File: src/hw/rtl/stog_pkg.sv
// shared types and constants of the spiral tile order generator
package stog_pkg;

	// configuration register indexes
	localparam logic [1:0] CFG_GRID_WIDTH  = 2'd0;
	localparam logic [1:0] CFG_GRID_HEIGHT = 2'd1;
	localparam logic [1:0] CFG_TILE_SIZE   = 2'd2;

	// configuration reset values
	localparam logic [6:0] GRID_WIDTH_RST  = 7'd16;
	localparam logic [6:0] GRID_HEIGHT_RST = 7'd16;
	localparam logic [8:0] TILE_SIZE_RST   = 9'd32;

	// default upper clamp of the grid dimensions
	localparam int MAX_GRID_DEF = 64;

	// ring growth and the last ring length that may still grow
	localparam logic [7:0] RING_STEP  = 8'd2;
	localparam logic [7:0] RING_LIMIT = 8'd252;

	// legs of one ring
	localparam logic [2:0] LEG_UP0   = 3'd0;
	localparam logic [2:0] LEG_RIGHT = 3'd1;
	localparam logic [2:0] LEG_DOWN  = 3'd2;
	localparam logic [2:0] LEG_LEFT  = 3'd3;
	localparam logic [2:0] LEG_UP    = 3'd4;

	// sequence phase
	typedef enum logic [1:0] {
		PH_IDLE = 2'd0,
		PH_WALK = 2'd1,
		PH_DONE = 2'd2
	} phase_t;

	// commands from controller to datapath
	typedef struct packed {
		logic start_center;
		logic step;
		logic mult;
		logic set_done;
		logic load_out;
	} ctrl_cmd_t;

	// status from datapath to controller
	typedef struct packed {
		logic phase_idle;
		logic phase_walk;
		logic hit;
		logic seq_end;
	} dp_status_t;

endpackage

File: src/hw/rtl/stog_dp.sv
// datapath: config registers, spiral walk state, origin multiply, output payload
module stog_dp
	import stog_pkg::*;
#(
	parameter int MAX_GRID = MAX_GRID_DEF
) (
	input  logic        clk,
	input  logic        arst_n,
	input  logic        cfg_we,
	input  logic [1:0]  cfg_index,
	input  logic [8:0]  cfg_wdata,
	input  ctrl_cmd_t   cmd,
	output dp_status_t  status,
	output logic [11:0] tile_index,
	output logic [13:0] origin_x,
	output logic [13:0] origin_y,
	output logic        done_res
);

	// position range: center up to MAX_GRID/2 plus a ring offset up to 127
	localparam int POS_W  = $clog2(MAX_GRID / 2 + 128) + 1;
	localparam int PROD_W = POS_W - 1 + 9;

	logic [6:0] grid_width_q, grid_height_q;
	logic [8:0] tile_size_q;

	logic signed [POS_W-1:0] col_q, row_q;
	logic [7:0]  ring_q, steps_q;
	logic [2:0]  leg_q;
	logic        placed_q;
	logic [11:0] idx_q, cur_idx_q;
	phase_t      phase_q;
	logic        done_q;
	logic [PROD_W-1:0] prod_x_q, prod_y_q;

	logic [6:0] eff_w, eff_h;
	logic [8:0] eff_ts;
	logic signed [POS_W-1:0] col_n, row_n, ctr_col, ctr_row;
	logic [7:0] ring_n, steps_n;
	logic [2:0] leg_n;
	logic       placed_n, step_hit, step_end;

	// config registers
	always_ff @(posedge clk or negedge arst_n) begin
		if (!arst_n) begin
			grid_width_q  <= GRID_WIDTH_RST;
			grid_height_q <= GRID_HEIGHT_RST;
			tile_size_q   <= TILE_SIZE_RST;
		end else if (cfg_we) begin
			case (cfg_index)
				CFG_GRID_WIDTH:  grid_width_q  <= cfg_wdata[6:0];
				CFG_GRID_HEIGHT: grid_height_q <= cfg_wdata[6:0];
				CFG_TILE_SIZE:   tile_size_q   <= cfg_wdata;
				default: ;
			endcase
		end
	end

	// clamp the registers to their usable ranges
	always_comb begin
		if (grid_width_q == 7'd0) eff_w = 7'd1;
		else if (32'(grid_width_q) > MAX_GRID) eff_w = 7'(MAX_GRID);
		else eff_w = grid_width_q;
		if (grid_height_q == 7'd0) eff_h = 7'd1;
		else if (32'(grid_height_q) > MAX_GRID) eff_h = 7'(MAX_GRID);
		else eff_h = grid_height_q;
		if (tile_size_q == 9'd0) eff_ts = 9'd1;
		else if (tile_size_q > 9'd256) eff_ts = 9'd256;
		else eff_ts = tile_size_q;
	end

	assign ctr_col = POS_W'({1'b0, eff_w[6:1]});
	assign ctr_row = POS_W'({1'b0, eff_h[6:1]});

	function automatic logic in_grid(logic signed [POS_W-1:0] c, logic signed [POS_W-1:0] r,
		logic [6:0] w, logic [6:0] h);
		logic col_ok, row_ok;
		col_ok = !c[POS_W-1] && (POS_W'(c[POS_W-2:0]) < POS_W'(w));
		row_ok = !r[POS_W-1] && (POS_W'(r[POS_W-2:0]) < POS_W'(h));
		return col_ok && row_ok;
	endfunction

	// one spiral position, one leg turn or the sequence end per step
	always_comb begin
		col_n    = col_q;
		row_n    = row_q;
		ring_n   = ring_q;
		steps_n  = steps_q;
		leg_n    = leg_q;
		placed_n = placed_q;
		step_hit = 1'b0;
		step_end = 1'b0;
		if (leg_q == LEG_UP0) begin
			if (!placed_q || ring_q > RING_LIMIT) begin
				step_end = 1'b1;
			end else begin
				placed_n = 1'b0;
				row_n    = row_q - POS_W'(1);
				ring_n   = ring_q + RING_STEP;
				leg_n    = LEG_RIGHT;
				steps_n  = ring_q + 8'd1;
				step_hit = in_grid(col_q, row_q - POS_W'(1), eff_w, eff_h);
			end
		end else if (steps_q == 8'd0) begin
			// turn to the next leg, the last leg closes the ring
			if (leg_q >= LEG_UP) begin
				leg_n = LEG_UP0;
			end else begin
				leg_n   = leg_q + 3'd1;
				steps_n = ring_q;
			end
		end else begin
			steps_n = steps_q - 8'd1;
			case (leg_q)
				LEG_RIGHT: col_n = col_q + POS_W'(1);
				LEG_DOWN:  row_n = row_q + POS_W'(1);
				LEG_LEFT:  col_n = col_q - POS_W'(1);
				default:   row_n = row_q - POS_W'(1);
			endcase
			step_hit = in_grid(col_n, row_n, eff_w, eff_h);
		end
	end

	assign status.phase_idle = (phase_q == PH_IDLE);
	assign status.phase_walk = (phase_q == PH_WALK);
	assign status.hit        = step_hit;
	assign status.seq_end    = step_end;

	// walk state
	always_ff @(posedge clk or negedge arst_n) begin
		if (!arst_n) begin
			col_q    <= '0;
			row_q    <= '0;
			ring_q   <= '0;
			steps_q  <= '0;
			leg_q    <= LEG_UP0;
			placed_q <= 1'b0;
			idx_q    <= '0;
			phase_q  <= PH_IDLE;
			done_q   <= 1'b0;
		end else if (cmd.start_center) begin
			col_q    <= ctr_col;
			row_q    <= ctr_row;
			ring_q   <= '0;
			steps_q  <= '0;
			leg_q    <= LEG_UP0;
			placed_q <= 1'b1;
			idx_q    <= 12'd1;
			phase_q  <= PH_WALK;
			done_q   <= 1'b0;
		end else if (cmd.step) begin
			col_q   <= col_n;
			row_q   <= row_n;
			ring_q  <= ring_n;
			steps_q <= steps_n;
			leg_q   <= leg_n;
			if (step_hit) begin
				placed_q <= 1'b1;
				idx_q    <= idx_q + 12'd1;
				done_q   <= 1'b0;
			end else begin
				placed_q <= placed_n;
			end
			if (step_end) begin
				phase_q <= PH_DONE;
				done_q  <= 1'b1;
			end
		end else if (cmd.set_done) begin
			done_q <= 1'b1;
		end
	end

	// index of the tile being produced
	always_ff @(posedge clk) begin
		if (cmd.start_center) cur_idx_q <= '0;
		else if (cmd.step && step_hit) cur_idx_q <= idx_q;
	end

	// pixel origin, position is inside the grid so nonnegative
	always_ff @(posedge clk) begin
		if (cmd.mult) begin
			prod_x_q <= PROD_W'(col_q[POS_W-2:0]) * PROD_W'(eff_ts);
			prod_y_q <= PROD_W'(row_q[POS_W-2:0]) * PROD_W'(eff_ts);
		end
	end

	// output payload register
	always_ff @(posedge clk) begin
		if (cmd.load_out) begin
			done_res   <= done_q;
			tile_index <= done_q ? 12'd0 : cur_idx_q;
			origin_x   <= done_q ? 14'd0 : prod_x_q[13:0];
			origin_y   <= done_q ? 14'd0 : prod_y_q[13:0];
		end
	end

endmodule

File: src/hw/rtl/stog_ctrl.sv
// controller: request handshake, walk sequencing, output valid
module stog_ctrl
	import stog_pkg::*;
(
	input  logic       clk,
	input  logic       arst_n,
	input  logic       in_valid,
	output logic       in_ready,
	input  logic       restart,
	output logic       out_valid,
	input  logic       out_ready,
	input  dp_status_t status,
	output ctrl_cmd_t  cmd
);

	typedef enum logic [3:0] {
		ST_IDLE = 4'b0001,
		ST_STEP = 4'b0010,
		ST_MULT = 4'b0100,
		ST_EMIT = 4'b1000
	} state_t;

	state_t state_q, state_n;
	logic   out_valid_q;
	logic   accept, out_free;

	assign in_ready  = (state_q == ST_IDLE);
	assign accept    = in_valid && in_ready;
	assign out_free  = !out_valid_q || out_ready;
	assign out_valid = out_valid_q;

	// next state and commands
	always_comb begin
		state_n = state_q;
		cmd     = '0;
		case (state_q)
			ST_IDLE: begin
				if (accept) begin
					if (restart || status.phase_idle) begin
						cmd.start_center = 1'b1;
						state_n = ST_MULT;
					end else if (status.phase_walk) begin
						state_n = ST_STEP;
					end else begin
						cmd.set_done = 1'b1;
						state_n = ST_EMIT;
					end
				end
			end
			ST_STEP: begin
				cmd.step = 1'b1;
				if (status.seq_end) state_n = ST_EMIT;
				else if (status.hit) state_n = ST_MULT;
			end
			ST_MULT: begin
				cmd.mult = 1'b1;
				state_n = ST_EMIT;
			end
			ST_EMIT: begin
				if (out_free) begin
					cmd.load_out = 1'b1;
					state_n = ST_IDLE;
				end
			end
			default: state_n = ST_IDLE;
		endcase
	end

	// state and output valid
	always_ff @(posedge clk or negedge arst_n) begin
		if (!arst_n) begin
			state_q     <= ST_IDLE;
			out_valid_q <= 1'b0;
		end else begin
			state_q <= state_n;
			if (cmd.load_out) out_valid_q <= 1'b1;
			else if (out_ready) out_valid_q <= 1'b0;
		end
	end

endmodule

File: src/hw/rtl/spiral_tile_order_generator.sv
// top level: spiral tile order generator, one result beat per request beat
// sequence: accept in idle, a pass through the step state per spiral position visited or leg
// turn, a multiply and an output load; restart and center tile skip the steps, a done reply only loads
// flow: one request at a time; the next is taken once the result is loaded for output, and the
// load waits while a stalled result beat is still held
// reset: arst_n clears the walk to idle and sets the registers to 16, 16, 32
module spiral_tile_order_generator
	import stog_pkg::*;
#(
	parameter int MAX_GRID = MAX_GRID_DEF
) (
	input  logic        clk,
	input  logic        arst_n,
	input  logic        cfg_we,
	input  logic [1:0]  cfg_index,
	input  logic [8:0]  cfg_wdata,
	input  logic        s_tvalid,
	output logic        s_tready,
	input  logic [7:0]  s_tdata,   // [0] restart
	output logic        m_tvalid,
	input  logic        m_tready,
	output logic [39:0] m_tdata,   // [11:0] tile_index, [25:12] origin_x, [39:26] origin_y
	output logic [0:0]  m_tuser    // [0] done_res
);

	ctrl_cmd_t   cmd;
	dp_status_t  status;
	logic [11:0] tile_index;
	logic [13:0] origin_x, origin_y;
	logic        done_res;

	// request sequencing
	stog_ctrl u_ctrl (
		.clk       (clk),
		.arst_n    (arst_n),
		.in_valid  (s_tvalid),
		.in_ready  (s_tready),
		.restart   (s_tdata[0]),
		.out_valid (m_tvalid),
		.out_ready (m_tready),
		.status    (status),
		.cmd       (cmd)
	);

	// walk state and arithmetic
	stog_dp #(.MAX_GRID(MAX_GRID)) u_dp (
		.clk        (clk),
		.arst_n     (arst_n),
		.cfg_we     (cfg_we),
		.cfg_index  (cfg_index),
		.cfg_wdata  (cfg_wdata),
		.cmd        (cmd),
		.status     (status),
		.tile_index (tile_index),
		.origin_x   (origin_x),
		.origin_y   (origin_y),
		.done_res   (done_res)
	);

	// pack the result beat
	assign m_tdata    = {origin_y, origin_x, tile_index};
	assign m_tuser[0] = done_res;

endmodule

File: config.mk
export PLATFORM = sky130hd
export DESIGN_NAME = spiral_tile_order_generator
export DESIGN_NICKNAME = d
export VERILOG_FILES = /design/src/hw/rtl/stog_pkg.sv /design/src/hw/rtl/stog_dp.sv /design/src/hw/rtl/stog_ctrl.sv /design/src/hw/rtl/spiral_tile_order_generator.sv
export SDC_FILE = /design/constraint.sdc
export NUM_CORES = 1
export LEC_CHECK = 0
export BUFFER_PORTS_ARGS = -buffer_cell sky130_fd_sc_hd__buf_2
export CORE_UTILIZATION = 59
export DETAILED_ROUTE_END_ITERATION = 8
export GPL_ROUTABILITY_DRIVEN = 0
export GPL_TIMING_DRIVEN = 0
export PLACE_DENSITY = 0.89
export SETUP_SLACK_MARGIN = 0.4
export SKIP_LAST_GASP = 1
export SLEW_MARGIN = 20
export SYNTH_ARGS = -nofsm -noshare
export SYNTH_HDL_FRONTEND = slang
export SYNTH_HIERARCHICAL = 1
export SYNTH_SLANG_ARGS = --single-unit
File: constraint.sdc
create_clock -name clk -period 13.4 [get_ports clk]
set_input_delay 1.34 -clock clk [delete_from_list [all_inputs] [get_ports clk]]
set_output_delay 1.34 -clock clk [all_outputs]
set_load 0.01 [all_outputs]
* Word level (Yosys, flattened, before mapping) *
Cells that the tools add are included.

cells by class
  magnitude comparators = 9
  muxes and demuxes = 78
  $add $sub $neg = 9
  multipliers = 2
  reductions and logical operators = 46
  equal/unequal tests = 21

operators by type and width
  operator                 count
  $mux W9                  15
  $mux W8                  10
  $mux W12                 3
  $pmux W9 S2              2
  $lt A8 B7 Y1             4
  $mul A8 B9 Y14           2
  $mux W1                  28
  $mux W7                  4
  $mux W4                  6
  $reduce_and A3 Y1        7
  $add A9 B2 Y9 const B    2
  $mux W3                  6
  $sub A9 B2 Y9 const B    2
  $pmux W4 S4              1
  $gt A7 B7 Y1 const B     2
  $logic_not A7 Y1         2
  $add A12 B1 Y12 const B  1
  $reduce_and A2 Y1        6
  $reduce_bool A2 Y1       5
  $gt A9 B9 Y1 const B     1
  $logic_not A9 Y1         1
  $reduce_bool A3 Y1       3
  $add A8 B1 Y8 const B    1
  $add A8 B2 Y8 const B    1
  other kinds (27)         50

storage, ports and cells
  logic and storage cells = 186
  flip-flop bits (word level) = 162
  output and inout bits = 43

* Longest topological paths before layout *
Gate-level depths: netlist of the first run.

  depth in word-level cells = 14
  gate-level depth with buffers = 22
  mapped depth without buffers = 20

* Hierarchy *
Netlist of the first run, hierarchy kept.

by module, submodules not included
  module     cells an instance  area each (µm²)  times used  seq. area each (µm²)
  stog_dp    1247               12087.8          1           4192.8
  stog_ctrl  31                 315.3            1           126.4

* Worst setup path before layout of the first run *
Ideal clock, no wire load.

  path kind = reg-to-reg
  start point = reg u_dp.tile_size_q[5]
  end point = reg u_dp.prod_y_q[12] (data pin)
  clock period less this slack = 4965 ps
  slack = 8435 ps
  setup time = 137 ps
  arrival = 4828 ps
  cell stages (with the launch flop) = 18
  cells stage by stage = dfstp_2 -> nor3_1 -> a21oi_1 -> nor2_1 -> clkbuf_1 -> and2_1 -> fa_1 -> inv_1 -> fa_1 -> fa_1 -> fa_1 -> inv_1 -> ha_1 -> a21oi_1 -> o21bai_1 -> a21oi_1 -> or4b_2 -> nand4_1

between the ends
  cells in the longest elaborated chain, start to end = 4
  elaborated cells between the ends (all ways) = 5
  those cells by class = mul: 1; order compare: 1; mux: 2; reduce/logical: 1

RTL lines
  item                    line            text
  from (decl)             stog_dp.sv:25   logic [8:0] tile_size_q;
  from (signal assigned)  stog_dp.sv:53   CFG_TILE_SIZE: tile_size_q <= cfg_wdata;
  $gt A9 B9 Y1            stog_dp.sv:68   else if (tile_size_q > 9'd256) eff_ts = 9'd256;
  $mux W9                 stog_dp.sv:68
  $mux W9 *               stog_dp.sv:67   if (tile_size_q == 9'd0) eff_ts = 9'd1;
  $mul A8 B9 Y14 *        stog_dp.sv:183  prod_y_q <= PROD_W'(row_q[POS_W-2:0]) * PROD_W'(eff_ts);
  to (signal assigned)    stog_dp.sv:183
  to (decl)               stog_dp.sv:34   logic [PROD_W-1:0] prod_x_q, prod_y_q;

Every way passes the cells marked *; elsewhere a longest branch is shown, timed or not.
A chain may end at the register's enable or synchronous reset.

* Worst setup path after layout of the first run *
  start point = reg u_dp.tile_size_q[4]
  end point = reg u_dp.prod_y_q[13] (data pin)

The elaborated chain is that of the path after synthesis.

==> metrics.txt, run 1 <==
# TYPE chip_impl_metric gauge
chip_impl_metric{name="met2WireLength",unit="microns"} 13800
chip_impl_metric{name="route.vias.total",unit=""} 9925
chip_impl_metric{name="synthDistinctLibCells",unit=""} 73
chip_impl_metric{name="share_of_layout_cells_above_drive_strength_1",unit="%"} 11.1
chip_impl_info{name="post_synth_top_flop",value="sky130_fd_sc_hd__dfrtp_1"} 1
chip_impl_metric{name="vertical_extent_of_the_die",unit="microns"} 147
chip_impl_metric{name="antenna_cells",unit=""} 0
chip_impl_metric{name="width_of_the_chip",unit="microns"} 147
chip_impl_metric{name="post_cts_hold_buffer_count",unit=""} 0
chip_impl_metric{name="globalRoute.totalOverflow",unit=""} 0
chip_impl_metric{name="cts-root-to-sink-buffers",unit=""} 2
chip_impl_metric{name="grt_start_max_net_pins",unit=""} 42
chip_impl_info{name="cts_root_buffer",value="sky130_fd_sc_hd__clkbuf_16"} 1
chip_impl_info{name="kind_of_cell_with_the_highest_combined_delay_on_the_critical_path",value="adder cells"} 1
chip_impl_metric{name="fin_crit",unit="ns"} 5.79
chip_impl_info{name="critPathSlowestCell",value="sky130_fd_sc_hd__fa_1"} 1
chip_impl_metric{name="route.detailed.drc",unit=""} 0
chip_impl_info{name="crit_path_end_kind",value="flop"} 1
chip_impl_metric{name="layout_worst_path_cycle_share",unit="%"} 43.2
chip_impl_metric{name="timing.setup.tns",unit="ns"} 0
chip_impl_metric{name="floorplan.core_area",unit="sq um"} 20400
chip_impl_metric{name="grt_pass1_wl",unit="microns"} 48200
chip_impl_metric{name="row_count",unit=""} 52
chip_impl_metric{name="setup_violations",unit=""} 0
chip_impl_metric{name="mean_cell_area_of_the_mapped_netlist",unit="sq um"} 9.71
chip_impl_metric{name="reported_leakage_power",unit="uW"} 0.00611
chip_impl_info{name="cells_along_the_critical_path",value="nor4_1 -> a21oi_1 -> nor2_1 -> clkbuf_1 -> nand2_1 -> fa_1 -> inv_1 -> fa_1 -> ha_1 -> inv_1 -> fa_1 -> inv_1 -> ha_1 -> a21oi_1 -> o21ai_0 -> a21oi_1 -> o21bai_1 -> a31oi_1 -> o21ai_0 -> xnor2_1"} 1
chip_impl_metric{name="synth_largest_type_area_fraction",unit="%"} 16.7
chip_impl_info{name="critical_path.startpoint_type",value="flop"} 1
chip_impl_metric{name="areaGrowthSynthToFinish",unit="%"} 10.8
chip_impl_metric{name="postSynthNetCount",unit=""} 1475
chip_impl_metric{name="yosys_warnings",unit=""} 6
chip_impl_metric{name="achievable-frequency",unit="MHz"} 173
chip_impl_metric{name="power-per-cell-area",unit="nW/um^2"} 211
chip_impl_metric{name="nFillCells",unit=""} 1465
chip_impl_metric{name="via_per_inst",unit=""} 6.03
chip_impl_metric{name="cpPeakStageDelay",unit="ns"} 0.53
chip_impl_metric{name="first_global_vias",unit=""} 9927
chip_impl_metric{name="antenna_left",unit=""} 0
chip_impl_metric{name="postSynthCellCount",unit=""} 1278
chip_impl_info{name="run_status",value="completed"} 1
chip_impl_metric{name="arrival",unit="ns"} 5.94
chip_impl_metric{name="path_clk_slew",unit="ns"} 0.08
chip_impl_metric{name="synth-async-reset-ratio",unit="%"} 49.7
chip_impl_info{name="timing_worst_setup_path_type",value="flop to flop"} 1
chip_impl_metric{name="post_cts.resized_instances",unit=""} 0
chip_impl_metric{name="vdd_drop_max",unit="V"} 0.000123
chip_impl_metric{name="max-slew-margin-rel",unit="%"} 31.0
chip_impl_metric{name="drtIter0Drc",unit=""} 1014
chip_impl_metric{name="nNetsFinal",unit=""} 1559
chip_impl_info{name="min_path_type",value="flop to flop"} 1
chip_impl_metric{name="worst-path-buf-inv",unit=""} 4
chip_impl_metric{name="maxcap_violations",unit=""} 0
chip_impl_info{name="post-synth-top-area-cell",value="sky130_fd_sc_hd__edfxtp_1"} 1
chip_impl_metric{name="cp_data_required_time",unit="ns"} 13.56
chip_impl_metric{name="detail_route.wl_per_cell",unit="microns"} 17.7
chip_impl_metric{name="clock_latency",unit="ns"} 0.45
chip_impl_metric{name="timing_worst_slew_pin_value",unit="ns"} 1.03
chip_impl_metric{name="ff_latch_count_synth",unit=""} 161
chip_impl_metric{name="hpwlAfterDp",unit="microns"} 21500
chip_impl_metric{name="m1WireLength",unit="microns"} 11900
chip_impl_metric{name="num_io_pins",unit=""} 67
chip_impl_metric{name="cts_post_setup_buffers_inserted",unit=""} 0
chip_impl_metric{name="antenna_found_initial",unit=""} 0
chip_impl_metric{name="register_area",unit="sq um"} 4320
chip_impl_metric{name="die-area",unit="sq um"} 21600
chip_impl_metric{name="numPortBuffers",unit=""} 59
chip_impl_metric{name="synth_enable_flop_cells",unit=""} 69
chip_impl_info{name="grt_setup_unrepaired",value="false"} 1
chip_impl_metric{name="drt-pass1-iter-count",unit=""} 5
chip_impl_metric{name="yosysSeqAreaShare",unit="%"} 34.8
chip_impl_info{name="top_layer_used",value="met4"} 1
chip_impl_metric{name="htree_levels",unit=""} 4
chip_impl_info{name="post_synth_main_area_contributors",value="sky130_fd_sc_hd__edfxtp_1 (17%), sky130_fd_sc_hd__dfrtp_1 (15%), sky130_fd_sc_hd__fa_1 (13%)"} 1
chip_impl_metric{name="cts-buffers-inserted",unit=""} 17
chip_impl_metric{name="met3RoutedLength",unit="microns"} 2560
chip_impl_metric{name="post_synth_design_cell_area",unit="sq um"} 12400
chip_impl_metric{name="power.total",unit="uW"} 2900
chip_impl_metric{name="worst-path-max-fanout",unit=""} 10
chip_impl_metric{name="detailed_route_wire_length",unit="microns"} 29200
chip_impl_metric{name="finalHoldViolCount",unit=""} 0
chip_impl_metric{name="floorplan.initialDensity",unit="%"} 60.7
chip_impl_metric{name="maxSlewViolCount",unit=""} 0
chip_impl_metric{name="skew",unit="ns"} 0.0118
chip_impl_metric{name="cts_sinks",unit=""} 161
chip_impl_metric{name="multi_input_gate_area_in_the_final_layout",unit="sq um"} 7310
chip_impl_info{name="tritoncts_clock_tree",value="done"} 1
chip_impl_metric{name="gr-usage-all-layers",unit="%"} 28.3
-- registers in the layout, summed over array words and instances, names as in the netlist, 8 cells and up --
signal / count
u_dp/origin_x: 14
u_dp/origin_y: 14
u_dp/prod_x_q: 14
u_dp/prod_y_q: 14
u_dp/cur_idx_q: 12
u_dp/idx_q: 12
u_dp/tile_index: 12
u_dp/col_q: 9
u_dp/row_q: 9
u_dp/tile_size_q: 9
u_dp/steps_q: 8
-- tightest hold or removal path: stages, from the launching register on --
cell                      delay [ns]
sky130_fd_sc_hd__dfxtp_1        0.31
sky130_fd_sc_hd__o21ai_0        0.06
sky130_fd_sc_hd__a21oi_1        0.06
-- final cells by class --
class / instances / share of cell area, %
repair buffers: 65 / 2.66
plain buffers: 61 / 1.90
inverters: 139 / 3.80
well taps: 270 / 2.46
clock buffers: 17 / 3.10
flip-flops and latches: 161 / 31.4
multi-input cells: 917 / 53.2
clock inverters: 15 / 1.45
-- placed cells by master (no fill, tap or decap), drive strengths merged, types with 6 or more instances in the layout --
master / count
inv: 147
nand2: 127
and2: 99
ha: 92
fa: 81
buf: 78
dfrtp: 76
edfxtp: 69
clkbuf: 65
a21oi: 63
o21ai: 61
nor2b: 55
nor2: 51
xnor2: 30
nor3: 23
mux2: 23
nand3: 22
xor2: 15
or4: 14
mux2i: 12
dfxtp: 12
nor4: 11
nand2b: 10
o31ai: 10
nand3b: 7
nand4: 7
nor3b: 7
clkinv: 7
a21o: 6
a31oi: 6
o21a: 6
-- path summary, 6_finish.rpt --
check,startpoint,end,slack (ns),cells past startpoint
hold reg to reg,u_dp/cur_idx_q[5]$_SDFFE_PP0P_,u_dp/cur_idx_q[5]$_SDFFE_PP0P_,0.47,2
setup / recovery,u_dp/tile_size_q[4]$_DFFE_PN0P_,u_dp/prod_y_q[13]$_DFFE_PP_,7.61,20
max in group asynchronous,arst_n,u_dp/grid_width_q[4]$_DFFE_PN1P_,11.86,2
min in group asynchronous,arst_n,u_dp/idx_q[4]$_DFFE_PN0P_,0.86,1
setup reg to reg,u_dp/tile_size_q[4]$_DFFE_PN0P_,u_dp/prod_y_q[13]$_DFFE_PP_,7.61,20
hold / removal,u_dp/cur_idx_q[5]$_SDFFE_PP0P_,u_dp/cur_idx_q[5]$_SDFFE_PP0P_,0.47,2
-- report_power, final --
group / internal [uW] / switching [uW] / total (uW)
registers: 656 / 86.0 / 742
clock network: 259 / 256 / 514
logic: 632 / 1010 / 1640
-- stage by stage --
step / hold WS [ns] / setup WS, ns / utilization, % / instances / instance area (sq um)
after global placement: 0.459 / 7.80 / 63.8 / 1607 / 13000
after global routing: 0.498 / 7.17 / 67.3 / 1645 / 13700
final: 0.475 / 7.61 / 67.3 / 1645 / 13700
after floorplan: 0.449 / 8.43 / - / 1278 / 12400
after CTS: 0.474 / 7.67 / 67.3 / 1645 / 13700
after detailed placement: 0.463 / 7.70 / 64.2 / 1613 / 13100
-- cell usage after synthesis, drive strengths merged (12+ instances only) --
master  number
mux2i       12
nand2      127
a21oi       63
nor2b       55
fa          81
clkbuf      48
xnor2       30
dfrtp       76
and2        99
ha          92
xor2        15
or4         14
edfxtp      69
mux2        23
dfxtp       12
nor3        23
nor2        51
nand3       22
o21ai       61
inv        138
buf         13
-- metal layers --
metal | up-vias | track usage, %
met5 | - | 0
met4 | 0 | 11.9
met3 | 93 | 6.02
met2 | 513 | 46.3
met1 | 4808 | 36.7
li1 | 4511 | -
-- cells by family (layout without fill, tap and decap cells) --
family,count (synthesis),count (layout),synth area share [%]
muxes,35,35,3.06
AOI/OAI and AO/OA,208,208,10.5
and+or+nand+nor,456,456,19.7
buffers and inverters,200,297,6.31
xor gates and xnor gates,45,45,3.24
adders and majority gates,173,173,22.4
DFF,161,161,34.8
Power figures use the tool's default switching activity.
==> run 2: changes to the inputs <==
- ABC_AREA: default -> 1
- CORE_UTILIZATION: 59 -> 57
- PLACE_DENSITY: 0.89 -> 0.9
- clock period: 13.4 -> 4.6 ns (I/O delays scaled with it)
==> metrics.txt, run 2 <==
# TYPE chip_impl_metric gauge
chip_impl_info{name="cts_root_buffer",value="sky130_fd_sc_hd__clkbuf_16"} 1
chip_impl_metric{name="grt_start_max_net_pins",unit=""} 54
chip_impl_info{name="tritoncts_clock_tree",value="done"} 1
chip_impl_metric{name="worst-path-max-fanout",unit=""} 10
chip_impl_info{name="mostFrequentLayoutCell",value="sky130_fd_sc_hd__nand2_1"} 1
chip_impl_metric{name="arrival",unit="ns"} 5.54
chip_impl_metric{name="via_per_inst",unit=""} 5.91
chip_impl_metric{name="yosys_warnings",unit=""} 6
chip_impl_metric{name="maxSlewViolCount",unit=""} 0
chip_impl_metric{name="power_report.internal_total",unit="uW"} 4350
chip_impl_info{name="min_path_type",value="input pin to flop"} 1
chip_impl_info{name="failed_checks",value="DRC, setup timing"} 1
chip_impl_metric{name="gr-usage-all-layers",unit="%"} 31.0
chip_impl_info{name="grt_setup_unrepaired",value="true"} 1
chip_impl_metric{name="achievable-frequency",unit="MHz"} 188
chip_impl_metric{name="areaGrowthSynthToFinish",unit="%"} 16.1
chip_impl_metric{name="cp_data_required_time",unit="ns"} 4.82
chip_impl_info{name="critical_path.startpoint_type",value="flop"} 1
chip_impl_metric{name="drt-pass1-iter-count",unit=""} 9
chip_impl_metric{name="post_synth_design_cell_area",unit="sq um"} 12400
chip_impl_metric{name="hpwlAfterDp",unit="microns"} 22200
chip_impl_metric{name="detail_route.wl_per_cell",unit="microns"} 18.3
chip_impl_metric{name="share_of_layout_cells_above_drive_strength_1",unit="%"} 15.7
chip_impl_metric{name="layout_worst_path_cycle_share",unit="%"} 116
chip_impl_metric{name="route.detailed.drc",unit=""} 98
chip_impl_metric{name="postSynthNetCount",unit=""} 1702
chip_impl_info{name="post_synth_most_frequent_cells",value="sky130_fd_sc_hd__nand2_1 (282), sky130_fd_sc_hd__inv_1 (267), sky130_fd_sc_hd__nor2_1 (223)"} 1
chip_impl_metric{name="antenna_found_initial",unit=""} 1
chip_impl_metric{name="clock_latency",unit="ns"} 0.44
chip_impl_metric{name="num_io_pins",unit=""} 67
chip_impl_metric{name="nFillCells",unit=""} 1460
chip_impl_metric{name="mean_cell_area_of_the_mapped_netlist",unit="sq um"} 8.23
chip_impl_info{name="timing_worst_setup_path_type",value="flop to flop"} 1
chip_impl_metric{name="gr-usage-met2",unit="%"} 49.9
chip_impl_metric{name="finish.instance_area",unit="sq um"} 14400
chip_impl_metric{name="floorplan.core_area",unit="sq um"} 21200
chip_impl_metric{name="die-area",unit="sq um"} 22300
chip_impl_metric{name="width_of_the_chip",unit="microns"} 149
chip_impl_metric{name="numPortBuffers",unit=""} 59
chip_impl_metric{name="cts-root-to-sink-buffers",unit=""} 2
chip_impl_info{name="post-synth-top-area-cell",value="sky130_fd_sc_hd__edfxtp_1"} 1
chip_impl_metric{name="power.clock.fraction",unit="%"} 17.1
chip_impl_metric{name="setup_violations",unit=""} 12
chip_impl_info{name="post_synth_main_area_contributors",value="sky130_fd_sc_hd__edfxtp_1 (17%), sky130_fd_sc_hd__dfrtp_1 (15%), sky130_fd_sc_hd__fa_1 (13%)"} 1
chip_impl_metric{name="first_global_vias",unit=""} 11203
chip_impl_metric{name="floorplan.initialDensity",unit="%"} 58.5
chip_impl_metric{name="skew",unit="ns"} 0.0113
chip_impl_metric{name="post-route-worst-setup-slack",unit="ns"} -0.718
chip_impl_metric{name="htree_levels",unit=""} 4
chip_impl_info{name="layout_common_cells",value="sky130_fd_sc_hd__nand2_1 (275), sky130_fd_sc_hd__inv_1 (248), sky130_fd_sc_hd__nor2_1 (209)"} 1
chip_impl_metric{name="row_count",unit=""} 53
chip_impl_metric{name="postSynthCellCount",unit=""} 1505
chip_impl_metric{name="vdd_drop_max",unit="V"} 0.000399
chip_impl_metric{name="max-slew-margin-rel",unit="%"} 27.6
chip_impl_info{name="top_usage_layer",value="met2"} 1
chip_impl_metric{name="timing_worst_slew_pin_value",unit="ns"} 1.08
chip_impl_metric{name="power-per-cell-area",unit="nW/um^2"} 591
chip_impl_metric{name="maxcap_violations",unit=""} 0
chip_impl_metric{name="share_comb_of_total_power",unit="%"} 57.4
chip_impl_metric{name="use_met3",unit="%"} 7.37
chip_impl_metric{name="detailed_route_wire_length",unit="microns"} 34800
chip_impl_metric{name="globalRoute.totalOverflow",unit=""} 0
chip_impl_metric{name="drtIter0Drc",unit=""} 1498
chip_impl_metric{name="route.vias.total",unit=""} 11258
chip_impl_metric{name="finalHoldViolCount",unit=""} 0
chip_impl_metric{name="power_switching_share",unit="%"} 48.8
chip_impl_metric{name="grt_met1_use",unit="%"} 38.1
chip_impl_metric{name="path_clk_slew",unit="ns"} 0.08
chip_impl_metric{name="synth_largest_type_area_fraction",unit="%"} 16.7
chip_impl_metric{name="reported_leakage_power",unit="uW"} 0.00705
chip_impl_metric{name="net-switching-power",unit="uW"} 4140
chip_impl_metric{name="synth-async-reset-ratio",unit="%"} 49.7
chip_impl_metric{name="ff_latch_count_synth",unit=""} 161
chip_impl_metric{name="power.sequential.fraction",unit="%"} 25.5
chip_impl_info{name="run_status",value="complete, but fails checks"} 1
chip_impl_metric{name="antenna_left",unit=""} 0
chip_impl_metric{name="yosysSeqAreaShare",unit="%"} 34.9
chip_impl_metric{name="synthDistinctLibCells",unit=""} 48
chip_impl_metric{name="fin_crit",unit="ns"} 5.32
chip_impl_info{name="crit_path_end_kind",value="flop"} 1
chip_impl_metric{name="grt_pass1_wl",unit="microns"} 53400
chip_impl_info{name="post_synth_top_flop",value="sky130_fd_sc_hd__dfrtp_1"} 1
chip_impl_metric{name="synth_enable_flop_cells",unit=""} 69
chip_impl_metric{name="cts_sinks",unit=""} 161
chip_impl_metric{name="placedInstanceArea",unit="sq um"} 13200
chip_impl_metric{name="timing.setup.tns",unit="ns"} -5.11
chip_impl_metric{name="nNetsFinal",unit=""} 1812
chip_impl_info{name="synthMostInstantiatedCell",value="sky130_fd_sc_hd__nand2_1"} 1
chip_impl_metric{name="cts-buffers-inserted",unit=""} 17
chip_impl_metric{name="vertical_extent_of_the_die",unit="microns"} 149
[run 2: cell types whose count changed in the layout (fill, tap and decap cells not counted), moves of 31 or more]
cell                      delta
sky130_fd_sc_hd__a21oi_1    -31
sky130_fd_sc_hd__and2_1     -99
sky130_fd_sc_hd__inv_1     +110
sky130_fd_sc_hd__nand2_1   +148
sky130_fd_sc_hd__nand3_1    +38
sky130_fd_sc_hd__nor2_1    +158
sky130_fd_sc_hd__nor2b_1    -54
[run 2: logic make-up (layout without fill, tap and decap cells)]
kind of cell / count (synthesis) / in the layout / share of synthesized area [%]
buf+inv: 325 / 448 / 10.2
mux: 1 / 1 / 0.0910
other cells: 0 / 1 / 0
compound gates: 167 / 167 / 7.60
flops: 161 / 161 / 34.9
simple gates: 622 / 622 / 20.9
fa+ha+maj: 173 / 173 / 22.4
xor+xnor: 56 / 56 / 3.96
[run 2: timing repair]
| item | in CTS | in global routing |
|---|---|---|
| setup buffers | 20 | 9 |
| pin swaps | 39 | 17 |
| resized for setup | 63 | 30 |
| endpoints found under the setup margin | 20 | 24 |
| endpoints found under the hold margin | 27 | 0 |
| hold buffers | 1 | 0 |
[run 2: power groups by stage]
stage               logic, uW  registers [uW]  clock network [uW]
floorplan                3130            2110                   0
global placement         3920            2150                   0
detailed placement       4160            2160                   0
CTS                      4440            2140                1470
global route             5300            2200                1540
finish                   4880            2170                1450
[run 2: worst max-delay path, cell delays in order, from the launching register on]
cell                       delay [ns]
sky130_fd_sc_hd__dfrtp_2         0.47
sky130_fd_sc_hd__nor2_1          0.40
sky130_fd_sc_hd__inv_1           0.24
sky130_fd_sc_hd__clkbuf_4        0.27
sky130_fd_sc_hd__nor2_1          0.26
sky130_fd_sc_hd__fa_2            0.30
sky130_fd_sc_hd__fa_1            0.43
sky130_fd_sc_hd__inv_1           0.13
sky130_fd_sc_hd__fa_1            0.44
sky130_fd_sc_hd__fa_1            0.56
sky130_fd_sc_hd__inv_2           0.06
sky130_fd_sc_hd__ha_4            0.30
sky130_fd_sc_hd__nand2_2         0.08
sky130_fd_sc_hd__o21ai_4         0.17
sky130_fd_sc_hd__a21oi_2         0.09
sky130_fd_sc_hd__o21bai_2        0.17
sky130_fd_sc_hd__a21o_1          0.15
sky130_fd_sc_hd__a21oi_2         0.06
sky130_fd_sc_hd__o21ai_2         0.18
sky130_fd_sc_hd__xor2_2          0.34
[run 2: cell type report]
type / instances / area (sq um) / share of cell area [%]
sequential: 161 / 4320 / 30.1
multi-input combinational: 1019 / 7200 / 50.1
buffer: 43 / 254 / 1.77
antenna: 1 / 2.50 / 0.0174
tap: 275 / 344 / 2.39
clock buffer: 17 / 425 / 2.96
inverter: 282 / 1070 / 7.42
clock inverter: 15 / 174 / 1.21
timing repair buffer: 91 / 584 / 4.07
[run 2: path summary, 6_finish.rpt]
| kind | startpoint | to | slack, ns | depth (start not counted) |
|---|---|---|---|---|
| min in group asynchronous | arst_n | u_dp/idx_q[5]$_DFFE_PN0P_ | 0.49 | 2 |
| max in group asynchronous | arst_n | u_dp/tile_size_q[5]$_DFFE_PN1P_ | 3.45 | 3 |
| worst min register to register | u_dp/cur_idx_q[1]$_SDFFE_PP0P_ | u_dp/cur_idx_q[1]$_SDFFE_PP0P_ | 0.45 | 2 |
| worst max-delay path | u_dp/tile_size_q[8]$_DFFE_PN0P_ | u_dp/prod_y_q[13]$_DFFE_PP_ | -0.72 | 19 |
| worst max register to register | u_dp/tile_size_q[8]$_DFFE_PN0P_ | u_dp/prod_y_q[13]$_DFFE_PP_ | -0.72 | 19 |
| worst min-delay path | m_tready | u_ctrl/out_valid$_DFFE_PN0P_ | 0.22 | 2 |
[run 2: per-layer routing]
layer  wire, microns  vias to the layer above  part of all wire [%]
met1           12100                     5094                    35
met2           16000                      908                    46
met3            4190                      301                    12
li1                -                     4955                     -
met5               0                        -                     0
met4            2510                        0                   7.2
[run 2: metrics by stage]
stage / hold slack (ns) / cells / power (uW) / worst slack [ns] / util (%)
5_1_grt: 0.216 / 1903 / 9040 / -0.843 / 67.9
6_report: 0.219 / 1904 / 8490 / -0.718 / 67.9
3_5_place_dp: 0.422 / 1841 / 6330 / -1.02 / 62.3
3_3_place_gp: 0.429 / 1839 / 6080 / -0.901 / 62.1
2_1_floorplan: 0.164 / 1505 / 5240 / -0.153 / -
4_1_cts: 0.200 / 1894 / 8050 / -0.356 / 67.0
